--- config.mk ---
export PLATFORM = sky130hd
export DESIGN_NAME = rgb_frame_difference_sad
export DESIGN_NICKNAME = d
export VERILOG_FILES = /design/src/rtl/rfd_pkg.sv /design/src/rtl/rgb_frame_difference_sad.sv
export SDC_FILE = /design/constraint.sdc
export NUM_CORES = 1
export LEC_CHECK = 0
export ABC_CLOCK_PERIOD_IN_PS = 8700
export BUFFER_PORTS_ARGS = -buffer_cell sky130_fd_sc_hd__buf_2
export CELL_PAD_IN_SITES_DETAIL_PLACEMENT = 0
export CELL_PAD_IN_SITES_GLOBAL_PLACEMENT = 1
export CORE_MARGIN = 4
export CORE_UTILIZATION = 30
export CTS_CLUSTER_SIZE = 24
export DETAILED_ROUTE_END_ITERATION = 8
export PLACE_DENSITY_LB_ADDON = 0.1
export SKIP_CTS_REPAIR_TIMING = 1
export SLEW_MARGIN = 5
export SYNTH_ARGS = -nofsm -noshare
export SYNTH_HDL_FRONTEND = slang
export SYNTH_SLANG_ARGS = --single-unit
--- constraint.sdc ---
create_clock -name clk -period 8.7 [get_ports clk]
set_input_delay 0.435 -clock clk [delete_from_list [all_inputs] [get_ports clk]]
set_output_delay 0.435 -clock clk [all_outputs]
set_load 0.02 [all_outputs]
--- src/rtl/rfd_pkg.sv ---
// Shared types, widths and helper functions for the RGB frame difference block.
// No dependencies; used by rgb_frame_difference_sad.
package rfd_pkg;

    // Field widths
    localparam int DATA_W        = 8;
    localparam int WORD_W        = 3 * DATA_W;
    localparam int SHIFT_W       = 5;
    localparam int CFG_ADDR_W    = 2;
    localparam int CFG_DATA_W    = 5;
    localparam int IN_TDATA_W    = 6 * DATA_W;
    localparam int FRAME_SGN_W   = 35;
    localparam int FRAME_ABS_W   = 34;
    localparam int PIX_CNT_W     = 25;
    localparam int TOTAL_W       = 64;
    localparam int TOTAL_ABS_W   = 63;
    localparam int OUT_FIELDS_W  = WORD_W + FRAME_SGN_W + FRAME_ABS_W + PIX_CNT_W
                                   + TOTAL_W + TOTAL_ABS_W;
    localparam int OUT_TDATA_W   = ((OUT_FIELDS_W + 7) / 8) * 8;
    localparam int OUT_PAD_W     = OUT_TDATA_W - OUT_FIELDS_W;

    // Per-pixel sums over three channels
    localparam int DIFF_W        = DATA_W + 1;
    localparam int PIX_SGN_W     = DIFF_W + 2;
    localparam int PIX_ABS_W     = DATA_W + 2;

    // Frame length where the frame sums stop growing
    localparam logic [PIX_CNT_W-1:0] MAX_FRAME_PIXELS = PIX_CNT_W'(16777216);

    // Register reset values
    localparam logic [SHIFT_W-1:0] RED_SHIFT_RST   = SHIFT_W'(16);
    localparam logic [SHIFT_W-1:0] GREEN_SHIFT_RST = SHIFT_W'(8);
    localparam logic [SHIFT_W-1:0] BLUE_SHIFT_RST  = SHIFT_W'(0);

    // Configuration register indexes
    typedef enum logic [CFG_ADDR_W-1:0] {
        CFG_RED_SHIFT   = 2'd0,
        CFG_GREEN_SHIFT = 2'd1,
        CFG_BLUE_SHIFT  = 2'd2,
        CFG_MSB_FIRST   = 2'd3
    } cfg_idx_t;

    // One pixel pair after the input stage
    typedef struct packed {
        logic [WORD_W-1:0]           bytes;
        logic signed [PIX_SGN_W-1:0] sgn;
        logic [PIX_ABS_W-1:0]        mag;
        logic                        last;
    } pix_t;

    // Channel difference A - B
    function automatic logic signed [DIFF_W-1:0] chan_diff(
        input logic [DATA_W-1:0] a,
        input logic [DATA_W-1:0] b
    );
        return $signed({1'b0, a}) - $signed({1'b0, b});
    endfunction

    // Magnitude of a channel difference
    function automatic logic [DATA_W-1:0] chan_mag(input logic signed [DIFF_W-1:0] d);
        logic [DIFF_W-1:0] neg;
        neg = -d;
        return d[DIFF_W-1] ? neg[DATA_W-1:0] : d[DATA_W-1:0];
    endfunction

    // Difference plus mid-scale, clamped, placed at its bit position in the word
    function automatic logic [WORD_W-1:0] chan_place(
        input logic signed [DIFF_W-1:0] d,
        input logic [SHIFT_W-1:0]       sh
    );
        logic [DATA_W-1:0]                v;
        logic [DATA_W+(1<<SHIFT_W)-2:0]   wide;
        if (d > $signed(DIFF_W'(127)))
            v = {DATA_W{1'b1}};
        else if (d < -$signed(DIFF_W'(128)))
            v = '0;
        else
            v = {~d[DATA_W-1], d[DATA_W-2:0]};
        wide = {{((1<<SHIFT_W)-1){1'b0}}, v} << sh;
        return wide[WORD_W-1:0];
    endfunction

endpackage

--- src/rtl/rgb_frame_difference_sad.sv ---
// RGB frame difference with per-frame and running sums of differences.
// Depends on rfd_pkg.
//
//  channel   direction  handshake           payload
//  s_*       in         s_tvalid/s_tready   tdata: pixel pair, tlast: last of frame
//  m_*       out        m_tvalid/m_tready   tdata: bytes and sums, tlast: frame end
//  cfg_*     in         cfg_we              cfg_addr: register index, cfg_data: value
//
// One pixel pair per clock while m_* is not stalled; a result passes stage 1, then the output register.
// The accumulator update adds into the 35-bit, 34-bit and 25-bit frame state and the 64-bit totals.
// Reset clears the configuration to its defaults and all sums and counters to zero.
// A stall on m_* fills the input register and then drops s_tready; nothing is lost.
module rgb_frame_difference_sad
(
    input  logic                                clk,
    input  logic                                rst_n,
    // a_red, a_green, a_blue, b_red, b_green, b_blue (8 bits each, from bit 0 up)
    input  logic [rfd_pkg::IN_TDATA_W-1:0]      s_tdata,
    input  logic                                s_tlast,
    input  logic                                s_tvalid,
    output logic                                s_tready,
    // out_byte0, out_byte1, out_byte2, frame_signed_sum, frame_abs_sum, frame_pixels,
    // total_signed_sum, total_abs_sum, zero fill (from bit 0 up)
    output logic [rfd_pkg::OUT_TDATA_W-1:0]     m_tdata,
    output logic                                m_tlast,
    output logic                                m_tvalid,
    input  logic                                m_tready,
    input  logic                                cfg_we,
    input  logic [rfd_pkg::CFG_ADDR_W-1:0]      cfg_addr,
    input  logic [rfd_pkg::CFG_DATA_W-1:0]      cfg_data
);

    localparam int DW = rfd_pkg::DATA_W;
    localparam int WW = rfd_pkg::WORD_W;
    localparam int SW = rfd_pkg::PIX_SGN_W;
    localparam int AW = rfd_pkg::PIX_ABS_W;
    localparam int FSW = rfd_pkg::FRAME_SGN_W;
    localparam int FAW = rfd_pkg::FRAME_ABS_W;
    localparam int CW = rfd_pkg::PIX_CNT_W;
    localparam int TW = rfd_pkg::TOTAL_W;

    // Configuration registers
    logic [rfd_pkg::SHIFT_W-1:0] red_shift_reg;
    logic [rfd_pkg::SHIFT_W-1:0] green_shift_reg;
    logic [rfd_pkg::SHIFT_W-1:0] blue_shift_reg;
    logic                        msb_first_reg;

    // Input stage
    logic                  s1_valid_reg;
    rfd_pkg::pix_t         s1_reg;
    rfd_pkg::pix_t         s1_next;

    // Accumulators
    logic signed [FSW-1:0] fsgn_reg;
    logic signed [FSW-1:0] fsgn_next;
    logic [FAW-1:0]        fabs_reg;
    logic [FAW-1:0]        fabs_next;
    logic [CW-1:0]         cnt_reg;
    logic [CW-1:0]         cnt_next;
    logic [TW-1:0]         gsgn_reg;
    logic [TW-1:0]         gsgn_next;
    logic [TW-1:0]         gabs_reg;
    logic [TW-1:0]         gabs_next;

    // Output register
    logic                  out_valid_reg;
    logic                  out_last_reg;
    logic [WW-1:0]         out_bytes_reg;
    logic [FSW-1:0]        out_fsgn_reg;
    logic [FAW-1:0]        out_fabs_reg;
    logic [CW-1:0]         out_cnt_reg;

    logic                  in_take;
    logic                  s1_adv;

    logic signed [rfd_pkg::DIFF_W-1:0] d_r, d_g, d_b;
    logic [WW-1:0]         word;
    logic                  in_range;
    logic signed [FSW-1:0] fsgn_upd;
    logic [FAW-1:0]        fabs_upd;
    logic [CW-1:0]         cnt_upd;

    // Handshake: stage 1 moves on when the output register is empty or being drained
    assign s1_adv   = s1_valid_reg && (!out_valid_reg || m_tready);
    assign s_tready = !s1_valid_reg || s1_adv;
    assign in_take  = s_tvalid && s_tready;

    // Channel differences, clamped values and byte order
    always_comb
    begin
        d_r  = rfd_pkg::chan_diff(s_tdata[0*DW +: DW], s_tdata[3*DW +: DW]);
        d_g  = rfd_pkg::chan_diff(s_tdata[1*DW +: DW], s_tdata[4*DW +: DW]);
        d_b  = rfd_pkg::chan_diff(s_tdata[2*DW +: DW], s_tdata[5*DW +: DW]);
        word = rfd_pkg::chan_place(d_r, red_shift_reg)
             | rfd_pkg::chan_place(d_g, green_shift_reg)
             | rfd_pkg::chan_place(d_b, blue_shift_reg);
        s1_next.bytes = msb_first_reg ? {word[7:0], word[15:8], word[23:16]} : word;
        s1_next.sgn   = SW'(d_r) + SW'(d_g) + SW'(d_b);
        s1_next.mag   = AW'(rfd_pkg::chan_mag(d_r)) + AW'(rfd_pkg::chan_mag(d_g))
                      + AW'(rfd_pkg::chan_mag(d_b));
        s1_next.last  = s_tlast;
    end

    // Frame sums with saturation on frame length, totals on end of frame
    always_comb
    begin
        in_range = cnt_reg < rfd_pkg::MAX_FRAME_PIXELS;
        fsgn_upd = fsgn_reg;
        fabs_upd = fabs_reg;
        cnt_upd  = cnt_reg;
        if (in_range)
        begin
            fsgn_upd = fsgn_reg + FSW'($signed(s1_reg.sgn));
            fabs_upd = fabs_reg + FAW'(s1_reg.mag);
            cnt_upd  = cnt_reg + CW'(1);
        end
        fsgn_next = fsgn_upd;
        fabs_next = fabs_upd;
        cnt_next  = cnt_upd;
        gsgn_next = gsgn_reg;
        gabs_next = gabs_reg;
        if (s1_reg.last)
        begin
            gsgn_next = gsgn_reg + TW'(fsgn_upd);
            gabs_next = gabs_reg + TW'(fabs_upd);
            fsgn_next = '0;
            fabs_next = '0;
            cnt_next  = '0;
        end
    end

    // Configuration writes
    always_ff @(posedge clk or negedge rst_n)
    begin
        if (!rst_n)
        begin
            red_shift_reg   <= rfd_pkg::RED_SHIFT_RST;
            green_shift_reg <= rfd_pkg::GREEN_SHIFT_RST;
            blue_shift_reg  <= rfd_pkg::BLUE_SHIFT_RST;
            msb_first_reg   <= 1'b0;
        end
        else if (cfg_we)
        begin
            unique case (rfd_pkg::cfg_idx_t'(cfg_addr))
                rfd_pkg::CFG_RED_SHIFT:   red_shift_reg   <= cfg_data;
                rfd_pkg::CFG_GREEN_SHIFT: green_shift_reg <= cfg_data;
                rfd_pkg::CFG_BLUE_SHIFT:  blue_shift_reg  <= cfg_data;
                rfd_pkg::CFG_MSB_FIRST:   msb_first_reg   <= cfg_data[0];
                default:                  msb_first_reg   <= msb_first_reg;
            endcase
        end
    end

    // Control state: valid flags and accumulators
    always_ff @(posedge clk or negedge rst_n)
    begin
        if (!rst_n)
        begin
            s1_valid_reg  <= 1'b0;
            out_valid_reg <= 1'b0;
            fsgn_reg      <= '0;
            fabs_reg      <= '0;
            cnt_reg       <= '0;
            gsgn_reg      <= '0;
            gabs_reg      <= '0;
        end
        else
        begin
            if (s_tready)
                s1_valid_reg <= s_tvalid;
            if (s1_adv)
                out_valid_reg <= 1'b1;
            else if (m_tready)
                out_valid_reg <= 1'b0;
            if (s1_adv)
            begin
                fsgn_reg <= fsgn_next;
                fabs_reg <= fabs_next;
                cnt_reg  <= cnt_next;
                gsgn_reg <= gsgn_next;
                gabs_reg <= gabs_next;
            end
        end
    end

    // Payload registers
    always_ff @(posedge clk)
    begin
        if (in_take)
            s1_reg <= s1_next;
        if (s1_adv)
        begin
            out_last_reg  <= s1_reg.last;
            out_bytes_reg <= s1_reg.bytes;
            out_fsgn_reg  <= s1_reg.last ? fsgn_upd : '0;
            out_fabs_reg  <= s1_reg.last ? fabs_upd : '0;
            out_cnt_reg   <= s1_reg.last ? cnt_upd  : '0;
        end
    end

    // Totals are read straight from the accumulators; they hold while a result waits
    assign m_tvalid = out_valid_reg;
    assign m_tlast  = out_last_reg;
    assign m_tdata  = {{rfd_pkg::OUT_PAD_W{1'b0}},
                       gabs_reg[rfd_pkg::TOTAL_ABS_W-1:0],
                       gsgn_reg,
                       out_cnt_reg,
                       out_fabs_reg,
                       out_fsgn_reg,
                       out_bytes_reg};

    // Frame length never passes the saturation point
    a_cnt_bound: assert property (@(posedge clk) disable iff (!rst_n)
        cnt_reg <= rfd_pkg::MAX_FRAME_PIXELS)
        else $error("pixel counter above frame limit");

    // Frame statistics are zero on results that do not end a frame
    a_stats_zero: assert property (@(posedge clk) disable iff (!rst_n)
        (m_tvalid && !m_tlast) |-> (m_tdata[117:24] == '0))
        else $error("frame statistics on a mid-frame result");

    // Sums restart after a frame end moves to the output
    a_frame_clear: assert property (@(posedge clk) disable iff (!rst_n)
        (s1_adv && s1_reg.last) |=> (cnt_reg == '0 && fsgn_reg == '0 && fabs_reg == '0))
        else $error("frame sums not cleared at frame end");

    // Input stalls only while stage 1 holds a request
    a_ready_cause: assert property (@(posedge clk) disable iff (!rst_n)
        !s_tready |-> (s1_valid_reg && out_valid_reg && !m_tready))
        else $error("input stalled without a blocked pipeline");

endmodule
## Word-level counts from Yosys, hierarchy flattened

Cells that the tools add are included.

| cells by class | value |
|---|---|
| eq/ne operators | 3 |
| add/sub/neg operators | 15 |
| bitwise operators | 5 |
| mux-type cells | 18 |
| $lt $le $gt $ge | 7 |
| shifts and indexed selects | 3 |
| reduce and logical (&&, ||, !) cells | 13 |

Operators by type and width:

| kind | count |
|---|---|
| $mux W8 | 9 |
| $shl A8 B5 Y24 | 3 |
| $mux W35 | 2 |
| $mux W34 | 2 |
| $add A64 B34 Y64 | 1 |
| $add A64 B64 Y64 | 1 |
| $mux W25 | 2 |
| $or A24 B24 Y24 | 2 |
| $add A35 B11 Y35 | 1 |
| $add A34 B10 Y34 | 1 |
| $gt A9 B8 Y1 const B | 3 |
| $lt A9 B8 Y1 const B | 3 |
| $sub A8 B8 Y9 | 3 |
| $add A25 B1 Y25 const B | 1 |
| $lt A25 B25 Y1 const B | 1 |
| $mux W24 | 1 |
| $neg A8 Y8 | 3 |
| $add A10 B9 Y11 | 1 |
| $add A9 B8 Y10 | 1 |
| $add A9 B9 Y10 | 1 |
| $reduce_and A2 Y1 | 5 |
| $add A8 B8 Y9 | 1 |
| $eq A2 B2 Y1 const B | 2 |
| $not A1 Y1 | 3 |
| other kinds (7) | 11 |

| storage, ports and cells | value |
|---|---|
| bits in registers | 405 |
| word-level logic and storage cells | 84 |
| output and inout bits | 251 |

## Logic depth before layout (Yosys ltp)

Gate-level depths: netlist of run 1.

| logic depth | value |
|---|---|
| depth after elaboration | 8 |
| gate-level depth with buffers | 27 |
| depth with buffers taken out | 25 |

## Least setup slack after synthesis of run 1

Ideal clock, no wire load.

| timing path | value |
|---|---|
| path kind | register -> register |
| start | register s1_reg[21] (netlist bit) |
| end | register gsgn_reg[62] |
| arrival | 6.008 ns |
| buffers on the path | 1 |
| clock period less this slack | 6.077 ns |
| library setup time | 0.069 ns |
| slack | 2.623 ns |
| data required time | 8.631 ns |
| cell stages (with the launch flop) | 20 |
| cells stage by stage | edfxtp_1 ha_1 nand2_1 o21ai_0 nor2b_1 a2111oi_2 o211ai_1 o211a_1 o211ai_1 nand3_1 ha_1 clkbuf_1 and4_1 nand3_1 or4_1 o311ai_1 nand2_1 o211a_2 or4_1 nand3_1 |

| between the ends | value |
|---|---|
| cells in the longest elaborated chain, start to end | 3 |

Ends and longest elaborated chain:

| element | RTL line | RTL |
|---|---|---|
| start, declared | rgb_frame_difference_sad.sv:50 | `rfd_pkg::pix_t s1_reg;` |
| start signal, assigned | rgb_frame_difference_sad.sv:190 | `s1_reg <= s1_next;` |
| $add A35 B11 Y35 | rgb_frame_difference_sad.sv:113 | `fsgn_upd = fsgn_reg + FSW'($signed(s1_reg.sgn));` |
| $mux W35 | rgb_frame_difference_sad.sv:111 | `if (in_range)` |
| via fsgn_upd[34] | rgb_frame_difference_sad.sv:79 | `logic signed [FSW-1:0] fsgn_upd;` |
| $add A64 B64 Y64 | rgb_frame_difference_sad.sv:124 | `gsgn_next = gsgn_reg + TW'(fsgn_upd);` |
| end signal, assigned | rgb_frame_difference_sad.sv:180 | `gsgn_reg <= gsgn_next;` |
| end, declared | rgb_frame_difference_sad.sv:60 | `logic [TW-1:0] gsgn_reg;` |

The timed path passes the listed nets, and every way through them passes these cells.
A chain may end at the register's enable or synchronous reset.

## Worst setup path after layout of run 1

| timing path | value |
|---|---|
| start | register s1_reg[21] (netlist bit) |
| end | register gsgn_reg[57] |

Same word-level chain as after synthesis.

==> results by stage, run 1 <==
Routing:
- The average routed wire per standard cell is 20.6 um.
- After detailed routing, no signal wire sits above met4.
- The met3 layer wire length in the routed design is 3.88 mm.
- The number of iterations in the first detailed-routing pass is 6.
- The detailed-routing wirelength on met1 is 45.2 mm.
- The final wirelength is 95.8 mm.
- Once detail routing completed, the nets flagged for antenna violations numbered 0.
- The ratio of routed vias to standard cells is 5.13.
- The detailed router finished its first iteration with 1653 violations.
- After detailed routing, the number of remaining DRC violations is 0.
- The detailed-routed wire length on met2 is 44.9 mm.
- The total number of vias is 23900.

Cells and area:
- The area growth from synthesis to layout is 16.9%.
- The net count of the finished layout is 3639.
- Cells with a size suffix above 1 make up 14.4% of the layout.
- The register with the most flip-flops in the layout has 64 of them.

Global routing:
- The largest net degree at the start of global routing is 131.
- The number of antenna violations at the first check in global routing was 1.
- Summed over all layers, the global routing overflow is 0.
- The first-pass GRT wire length is 147 mm.
- The via count of the first global-routing pass is 24000.
- Global routing used 18.9% of the available tracks across all layers.

Clock tree:
- The root buffer cell is clkbuf_16.
- The level count of the clock H-tree is 2.
- After clock tree synthesis, the clock-pin slew on the worst setup and hold paths is 0.06 ns.
- The later-pin clock latency in the skew report is 0.64 ns.
- The number of buffers on the longest clock path is 3.
- The TritonCTS clock tree is yes.
- The total CTS buffers is 52.
- The number of sinks handled by clock tree synthesis is 404.

Synth:
- After synthesis, the share of flip-flops with an asynchronous set or reset is 59.2%.
- Among all flip-flop cells after synthesis, the most frequent one is dfrtp_1.
- Yosys mapped a number of flops with a built-in enable equal to 165.
- The cell count after synthesis is 3100.
- The area of the mapped netlist is 0.0282 mm^2.
- The count of yosys warnings during synthesis is 0.
- Yosys attributes the largest share of cell area to dfrtp_1 (21%), edfxtp_1 (18%), ha_1 (8.6%), o21ai_0 (5.1%), xnor2_1 (4.8%).
- After synthesis, the most frequently instantiated cells are nand2_1 (358), o21ai_0 (287), dfrtp_1 (237).
- Yosys instantiated no cell more often than nand2_1.
- The register bit total from synthesis is 404.
- dfrtp_1 takes more of the synthesized area than any other cell.
- Sequential elements use 38.8% of the synthesized area.
- The number of distinct library cells after synthesis is 99.
- The synthesized area per cell is 9.10 um^2.
- The synthesized design devotes to its leading area cell type 21.0% of total area.

Floorplanning:
- The number of top-level pins is 312.
- The effective utilization at floorplan is 30.2%.
- The x dimension of the die is 315 um.
- The floorplan step defined a die boundary enclosing 0.0990 mm^2.
- From bottom edge to top edge, the die measures 315 um.
- The core area is 0.0933 mm^2.
- The number of standard-cell rows in the floorplan is 112.

Worst setup path:
- STA classifies the critical path startpoint as a flop.
- The cell repeated most along the worst path is nand3_1.
- Data on the critical path arrives at its endpoint at 7.61 ns.
- The maximum single-stage delay on the critical path is 1.08 ns.
- The kind of end point of the critical path is a flop.
- The critical path goes through ha_1 > nand2_1 > o21ai_0 > nor2b_1 > a2111oi_2 > o211ai_1 > o211a_1 > o211ai_1 > nand3_1 > ha_1 > a21o_1 > a21o_1 > a21oi_1 > o22ai_1 > a211oi_1 > nand3_1 > a22oi_1 > nand2b_1 > a21oi_1 > mux2i_1 > nand3_1.
- Along the worst path, the maximum fanout reaches 29.
- The required time at the worst-slack endpoint is 9.22 ns.
- The classification of the worst setup path is reg2reg.
- The critical path's slowest cell is edfxtp_1.

Power:
- The ratio of total power to cell area is 446 mW/mm^2.
- The leakage power figure is 14.8 nW.
- VDD sags by at most 184 uV.

STA:
- Dividing the final minimum period by the clock period gives 81.6%.
- The number of pins exceeding their max-slew limit in the final report was 0.
- Clock skew on the completed layout was measured at 0.0271 ns.
- Hold is met by 0.0532 ns.
- At the pin with the least slew margin, the transition time is 1.15 ns.
- The setup violation total in the final timing report is 0.
- The worst pin sits at a relative slew slack of 23.4%.
- The clock period minus worst slack is 7.10 ns.
- Summed over all failing endpoints, the final setup total negative slack is 0 ns.
- The number of failing hold endpoints at the final stage is 0.
- Timing would allow up to 141 MHz.
- Setup repair after global routing left no endpoint under its margin.

Worst hold path:
- In this run the worst hold path is classified as in2reg.

Run:
- Max-cap violations in this run came to 0.

Placement:
- The routability-driven placement congestion ratio is 0.894.
- After legalization and detailed placement, the total HPWL measured 71.7 mm.
- The number of port buffers is 308.

Status:
- The run finished with clean final reports.
[cell usage in the layout, fill, tap and decap left out, types with 68 or more instances in the layout]
cell type,n
a21o_1,98
a21oi_1,204
and2_1,68
buf_2,307
dfrtp_1,236
edfxtp_1,165
ha_1,193
inv_1,151
nand2_1,355
nand3_1,92
nor2_1,170
o21ai_0,286
xnor2_1,155
xor2_1,81
[kinds of logic (layout without fill, tap and decap cells)]
family	after synthesis	count (layout)	share of synthesized area, %
simple gates	947	947	16.0
mux	56	56	2.11
buf+inv	293	594	3.99
xor+xnor	236	236	7.33
other cells	1	4	0.0133
compound gates	944	944	21.4
flops	404	404	38.8
fa+ha+maj	219	219	10.4
[where the power goes]
part           switching, W  internal, W  leakage, nW  total [W]
logic               0.00570      0.00358         9.17    0.00928
clock network      0.000920      0.00149        0.898    0.00241
registers          0.000427      0.00261         4.76    0.00303
total               0.00705      0.00767         14.8     0.0147
[stage by stage]
| step | util [%] | setup WS [ns] | cell area (um^2) | power [W] | std cells |
|---|---|---|---|---|---|
| 2_1_floorplan | - | 2.62 | 28200 | 0.00973 | 3102 |
| 3_5_place_dp | 33.3 | 1.58 | 31100 | 0.0124 | 4556 |
| 3_3_place_gp | 33.3 | 1.66 | 31100 | 0.0124 | 4556 |
| 5_1_grt | 35.3 | 0.872 | 33000 | 0.0161 | 4657 |
| 6_report | 35.3 | 1.60 | 33000 | 0.0147 | 4658 |
| 4_1_cts | 35.3 | 1.57 | 32900 | 0.0149 | 4654 |
[metal layers]
| metal | global-route usage [%] | vias to the layer above |
|---|---|---|
| met2 | 31.6 | 451 |
| met4 | 3.97 | 0 |
| met3 | 2.53 | 93 |
| li1 | - | 11800 |
| met5 | 0 | - |
| met1 | 26.3 | 11600 |
[critical path, delay by kind of cell (launching register included)]
kind / cells / cell delay, ns
AO/OA/AOI/OAI: 12 / 3.08
AND/OR/NAND/NOR: 6 / 1.48
adder cells (fa/ha/maj): 2 / 1.11
flip-flops: 1 / 1.08
multiplexers: 1 / 0.22
[area by class of cell]
type                       count  area [um^2]
inverter                     161          609
clock buffer                  73         1440
clock inverter                25          444
fill                        9636        60400
multi-input combinational   2405        16200
timing repair buffer         335         1790
sequential                   404        10900
tap                         1254         1570
antenna                        1         2.50
[path summary, 6_finish.rpt]
kind,from,end,slack [ns],cells past startpoint
worst max-delay path,s1_reg[21],gsgn_reg[57],1.60,21
worst min-delay path,cfg_data[4],red_shift_reg[4],0.05,3
worst max register to register,s1_reg[21],gsgn_reg[57],1.60,21
worst min register to register,s1_reg[35],out_bytes_reg[13],0.42,0
max in group asynchronous,rst_n,msb_first_reg,6.60,3
min in group asynchronous,rst_n,gsgn_reg[47],0.44,2
Power figures use the tool's default switching activity.
==> run 2: changes to the inputs <==
--- a/config.mk
+++ b/config.mk
@@ -5,7 +5,7 @@
 export SDC_FILE = /design/constraint.sdc
 export NUM_CORES = 1
 export LEC_CHECK = 0
-export ABC_CLOCK_PERIOD_IN_PS = 8700
+export ABC_CLOCK_PERIOD_IN_PS = 7150
 export BUFFER_PORTS_ARGS = -buffer_cell sky130_fd_sc_hd__buf_2
 export CELL_PAD_IN_SITES_DETAIL_PLACEMENT = 0
 export CELL_PAD_IN_SITES_GLOBAL_PLACEMENT = 1
==> constraint.sdc (replaced) <==
create_clock -name clk -period 7.15 [get_ports clk]
set_input_delay 0.3575 -clock clk [delete_from_list [all_inputs] [get_ports clk]]
set_output_delay 0.3575 -clock clk [all_outputs]
set_load 0.02 [all_outputs]
==> results by stage, run 2 (synthesized netlist as in run 1, its figures left out) <==
Worst setup path:
- Traced cell by cell, the critical path runs through ha_1 > a21oi_1 > o21ai_0 > nor2b_1 > a2111oi_2 > o211ai_1 > a21oi_1 > o21ai_0 > a21boi_0 > mux2i_1 > o21ai_0 > nand2_1 > ha_1 > a21oi_1 > o21ai_0 > a2111oi_0 > o21bai_1 > a211oi_1 > nand3_1 > a22oi_1 > o221ai_1 > a21oi_1 > or4b_1 > nand3_1.
- In this run the worst path has a maximum fanout of 7.
- The kind of cell with the highest combined delay along the critical path is compound AO/OA/AOI/OAI gates.
- The required time at the worst-slack endpoint is 7.64 ns.
- The startpoint of the worst setup timing path is s1_reg[21].
- The maximum single-stage delay on the critical path is 0.56 ns.
- The critical path arrival is 6.93 ns.
- The buffers plus inverters on the worst setup path is 0.
- The startpoint type of the worst setup path is a flop.
- The kind of end point of the critical path is a flop.
- The critical register-to-register path startpoint is s1_reg[21].
- The internal reg-to-reg setup slack is 0.71 ns.
- The end of the worst register-to-register path is gsgn_reg[61].
- The number of stages on the worst setup path is 24.
- The worst setup path is of the reg2reg kind.
- Following the worst setup path forward leads to its endpoint at gsgn_reg[61].
- The critical path's slowest cell is a2111oi_2.
- The number of cells on the worst reg-to-reg path is 24.

Floorplanning:
- For this configuration, the core starts out at a cell density of 30.2%.
- The x dimension of the die is 315 um.
- The core region is 0.0933 mm^2.
- The number of top-level pins is 312.
- In this run the vertical extent of the chip is 315 um.
- The area enclosed by the die boundary is 0.0990 mm^2.
- The number of standard-cell rows in the floorplan is 112.

Routing:
- The average routed wire per standard cell is 20.3 um.
- The final route contains 24000 vias.
- For this run, design rule violations remaining after detail routing come to 0.
- Before antenna repair, the detailed router went through 5 iterations.
- The count of nets left with antenna violations after detail routing is 0.
- The first routing iteration left 1736 violations.
- After detailed routing, the number of vias per cell comes to 5.14.
- The final wirelength is 94.9 mm.

Cells and area:
- The repair_antennas step left the layout with diodes totalling 0.
- The post-synthesis to final-layout area growth is 17.0%.
- In the layout the commonest cells are nand2_1 (355), buf_2 (307), o21ai_0 (286).
- The final cell count without fillers is 4671.
- The most common cell after layout, fill and taps aside is nand2_1.
- The flip-flop count of the largest register after layout is 64.
- Of the cells placed in the final design, the portion with a size suffix greater than 1 is 14.7%.
- Measured on the finished design, the core utilization comes to 35.4%.
- The number of fill cells in the layout is 9698.
- The net count of the finished layout is 3653.

Global routing:
- The first-pass GRT wire length is 147 mm.
- The number of antenna violations at the first check in global routing is 1.
- The via count of the first global-routing pass is 24300.
- The overall fraction of global-route tracks in use is 18.7%.
- For this run, global-route usage on met2 was measured as 31.1%.
- The largest net degree at the start of global routing is 152.
- The met3 routing resource usage after global routing is 2.56%.
- The total overflow reported by the global router is 0.
- The layer flagged by global routing as most heavily used is met2.
- The met1 capacity usage during global routing is 25.8%.

STA:
- The final worst clock skew is 0.0223 ns.
- In the finished design, the share of the clock period the worst path needs comes to 90.0%.
- Setup violations remaining at the end of the flow were counted as 0.
- The worst path meets setup with 0.712 ns of slack.
- For the pin with the worst max-slew slack, the measured transition is 1.07 ns.
- The worst slew margin relative to its limit is 28.2%.
- The number of pins exceeding their max-slew limit in the final report is 0.
- The worst path needs 6.44 ns of the cycle, external delays included.
- Setup repair after global routing left no endpoint under its margin.
- After routing, the total negative slack on setup checks comes to 0 ns.
- The number of failing hold endpoints at the final stage was 0.
- Based on the critical path, the design can be clocked at up to 155 MHz.

Placement:
- The post-detailed-placement half-perimeter wirelength is 70.7 mm.
- The placed cell count is 4566.
- The routability-driven placement congestion ratio is 0.903.
- The number of port buffers is 308.
- The worst slack after detailed placement is 0.656 ns.

Clock tree:
- The later-pin clock latency in the skew report is 0.62 ns.
- The root buffer cell is clkbuf_16.
- The H-tree generated during clock tree synthesis spans 2 levels.
- CTS saw 404 sinks.
- The number of buffers on the longest clock path is 3.
- The total CTS buffers is 53.
- The TritonCTS clock tree is yes.
- After clock tree synthesis, the clock-pin slew on the worst setup and hold paths is 0.06 ns.

Run:
- The max-capacitance violation count is 0.

Power:
- Power spread over the standard cell area amounts to 542 mW/mm^2.
- The analysis attributes to cell leakage a power of 14.9 nW.
- The worst-case IR drop observed on VDD is 228 uV.

Worst hold path:
- The path class of the lowest-slack min-delay path is in2reg.

Status:
- The flow ran to the end, and the final reports show no timing, DRC or antenna violations.
## run 2: cell count changes in the layout (fill, tap and decap cells not counted), moves of 2 or more
cell           change
clkbuf_8           -6
clkinv_1           +8
clkbuf_1           -8
dlygate4sd3_1      +3
clkinv_4           +2
clkinv_2           +7
buf_4             +10
## run 2: layer usage
layer | part of all wire [%] | vias to the layer above
li1 | - | 11800
met1 | 47 | 11600
met2 | 46 | 518
met3 | 4.3 | 113
met4 | 2.5 | 0
met5 | 0 | -
## run 2: through the flow
stage	hold slack (ns)	area, um^2	total power (W)
2_1_floorplan	0.0619	28200	0.0118
3_3_place_gp	0.403	31100	0.0151
3_5_place_dp	0.406	31100	0.0151
4_1_cts	-0.225	32900	0.0181
6_report	0.0299	33000	0.0179
5_1_grt	0.0130	33000	0.0195
## run 2: how the worst min path moves through the flow
stage / startpoint / depth (start not counted) / end / slack (ns)
3_5_place_dp: s1_reg[43] / 0 / out_bytes_reg[21] / 0.41
5_1_grt: cfg_data[1] / 2 / green_shift_reg[1] / 0.01
2_1_floorplan: rst_n / 0 / blue_shift_reg[0] / 0.06
6_report: cfg_data[1] / 2 / blue_shift_reg[1] / 0.03
3_3_place_gp: s1_reg[35] / 0 / out_bytes_reg[13] / 0.40
4_1_cts: rst_n / 1 / gsgn_reg[47] / -0.22
## run 2: layout make-up
type                       instances  area [um^2]  area share [%]
multi-input combinational       2405        16200            49.0
inverter                         161          609            1.85
timing repair buffer             348         1890            5.73
clock buffer                      60         1350            4.10
sequential                       404        10900            33.1
clock inverter                    39          462            1.40
tap                             1254         1570            4.75
## run 2: where the power goes
part / leakage (nW) / switching [W] / internal [W]
combinational: 9.23 / 0.00696 / 0.00443
clock: 0.880 / 0.00112 / 0.00172
sequential: 4.76 / 0.000496 / 0.00317
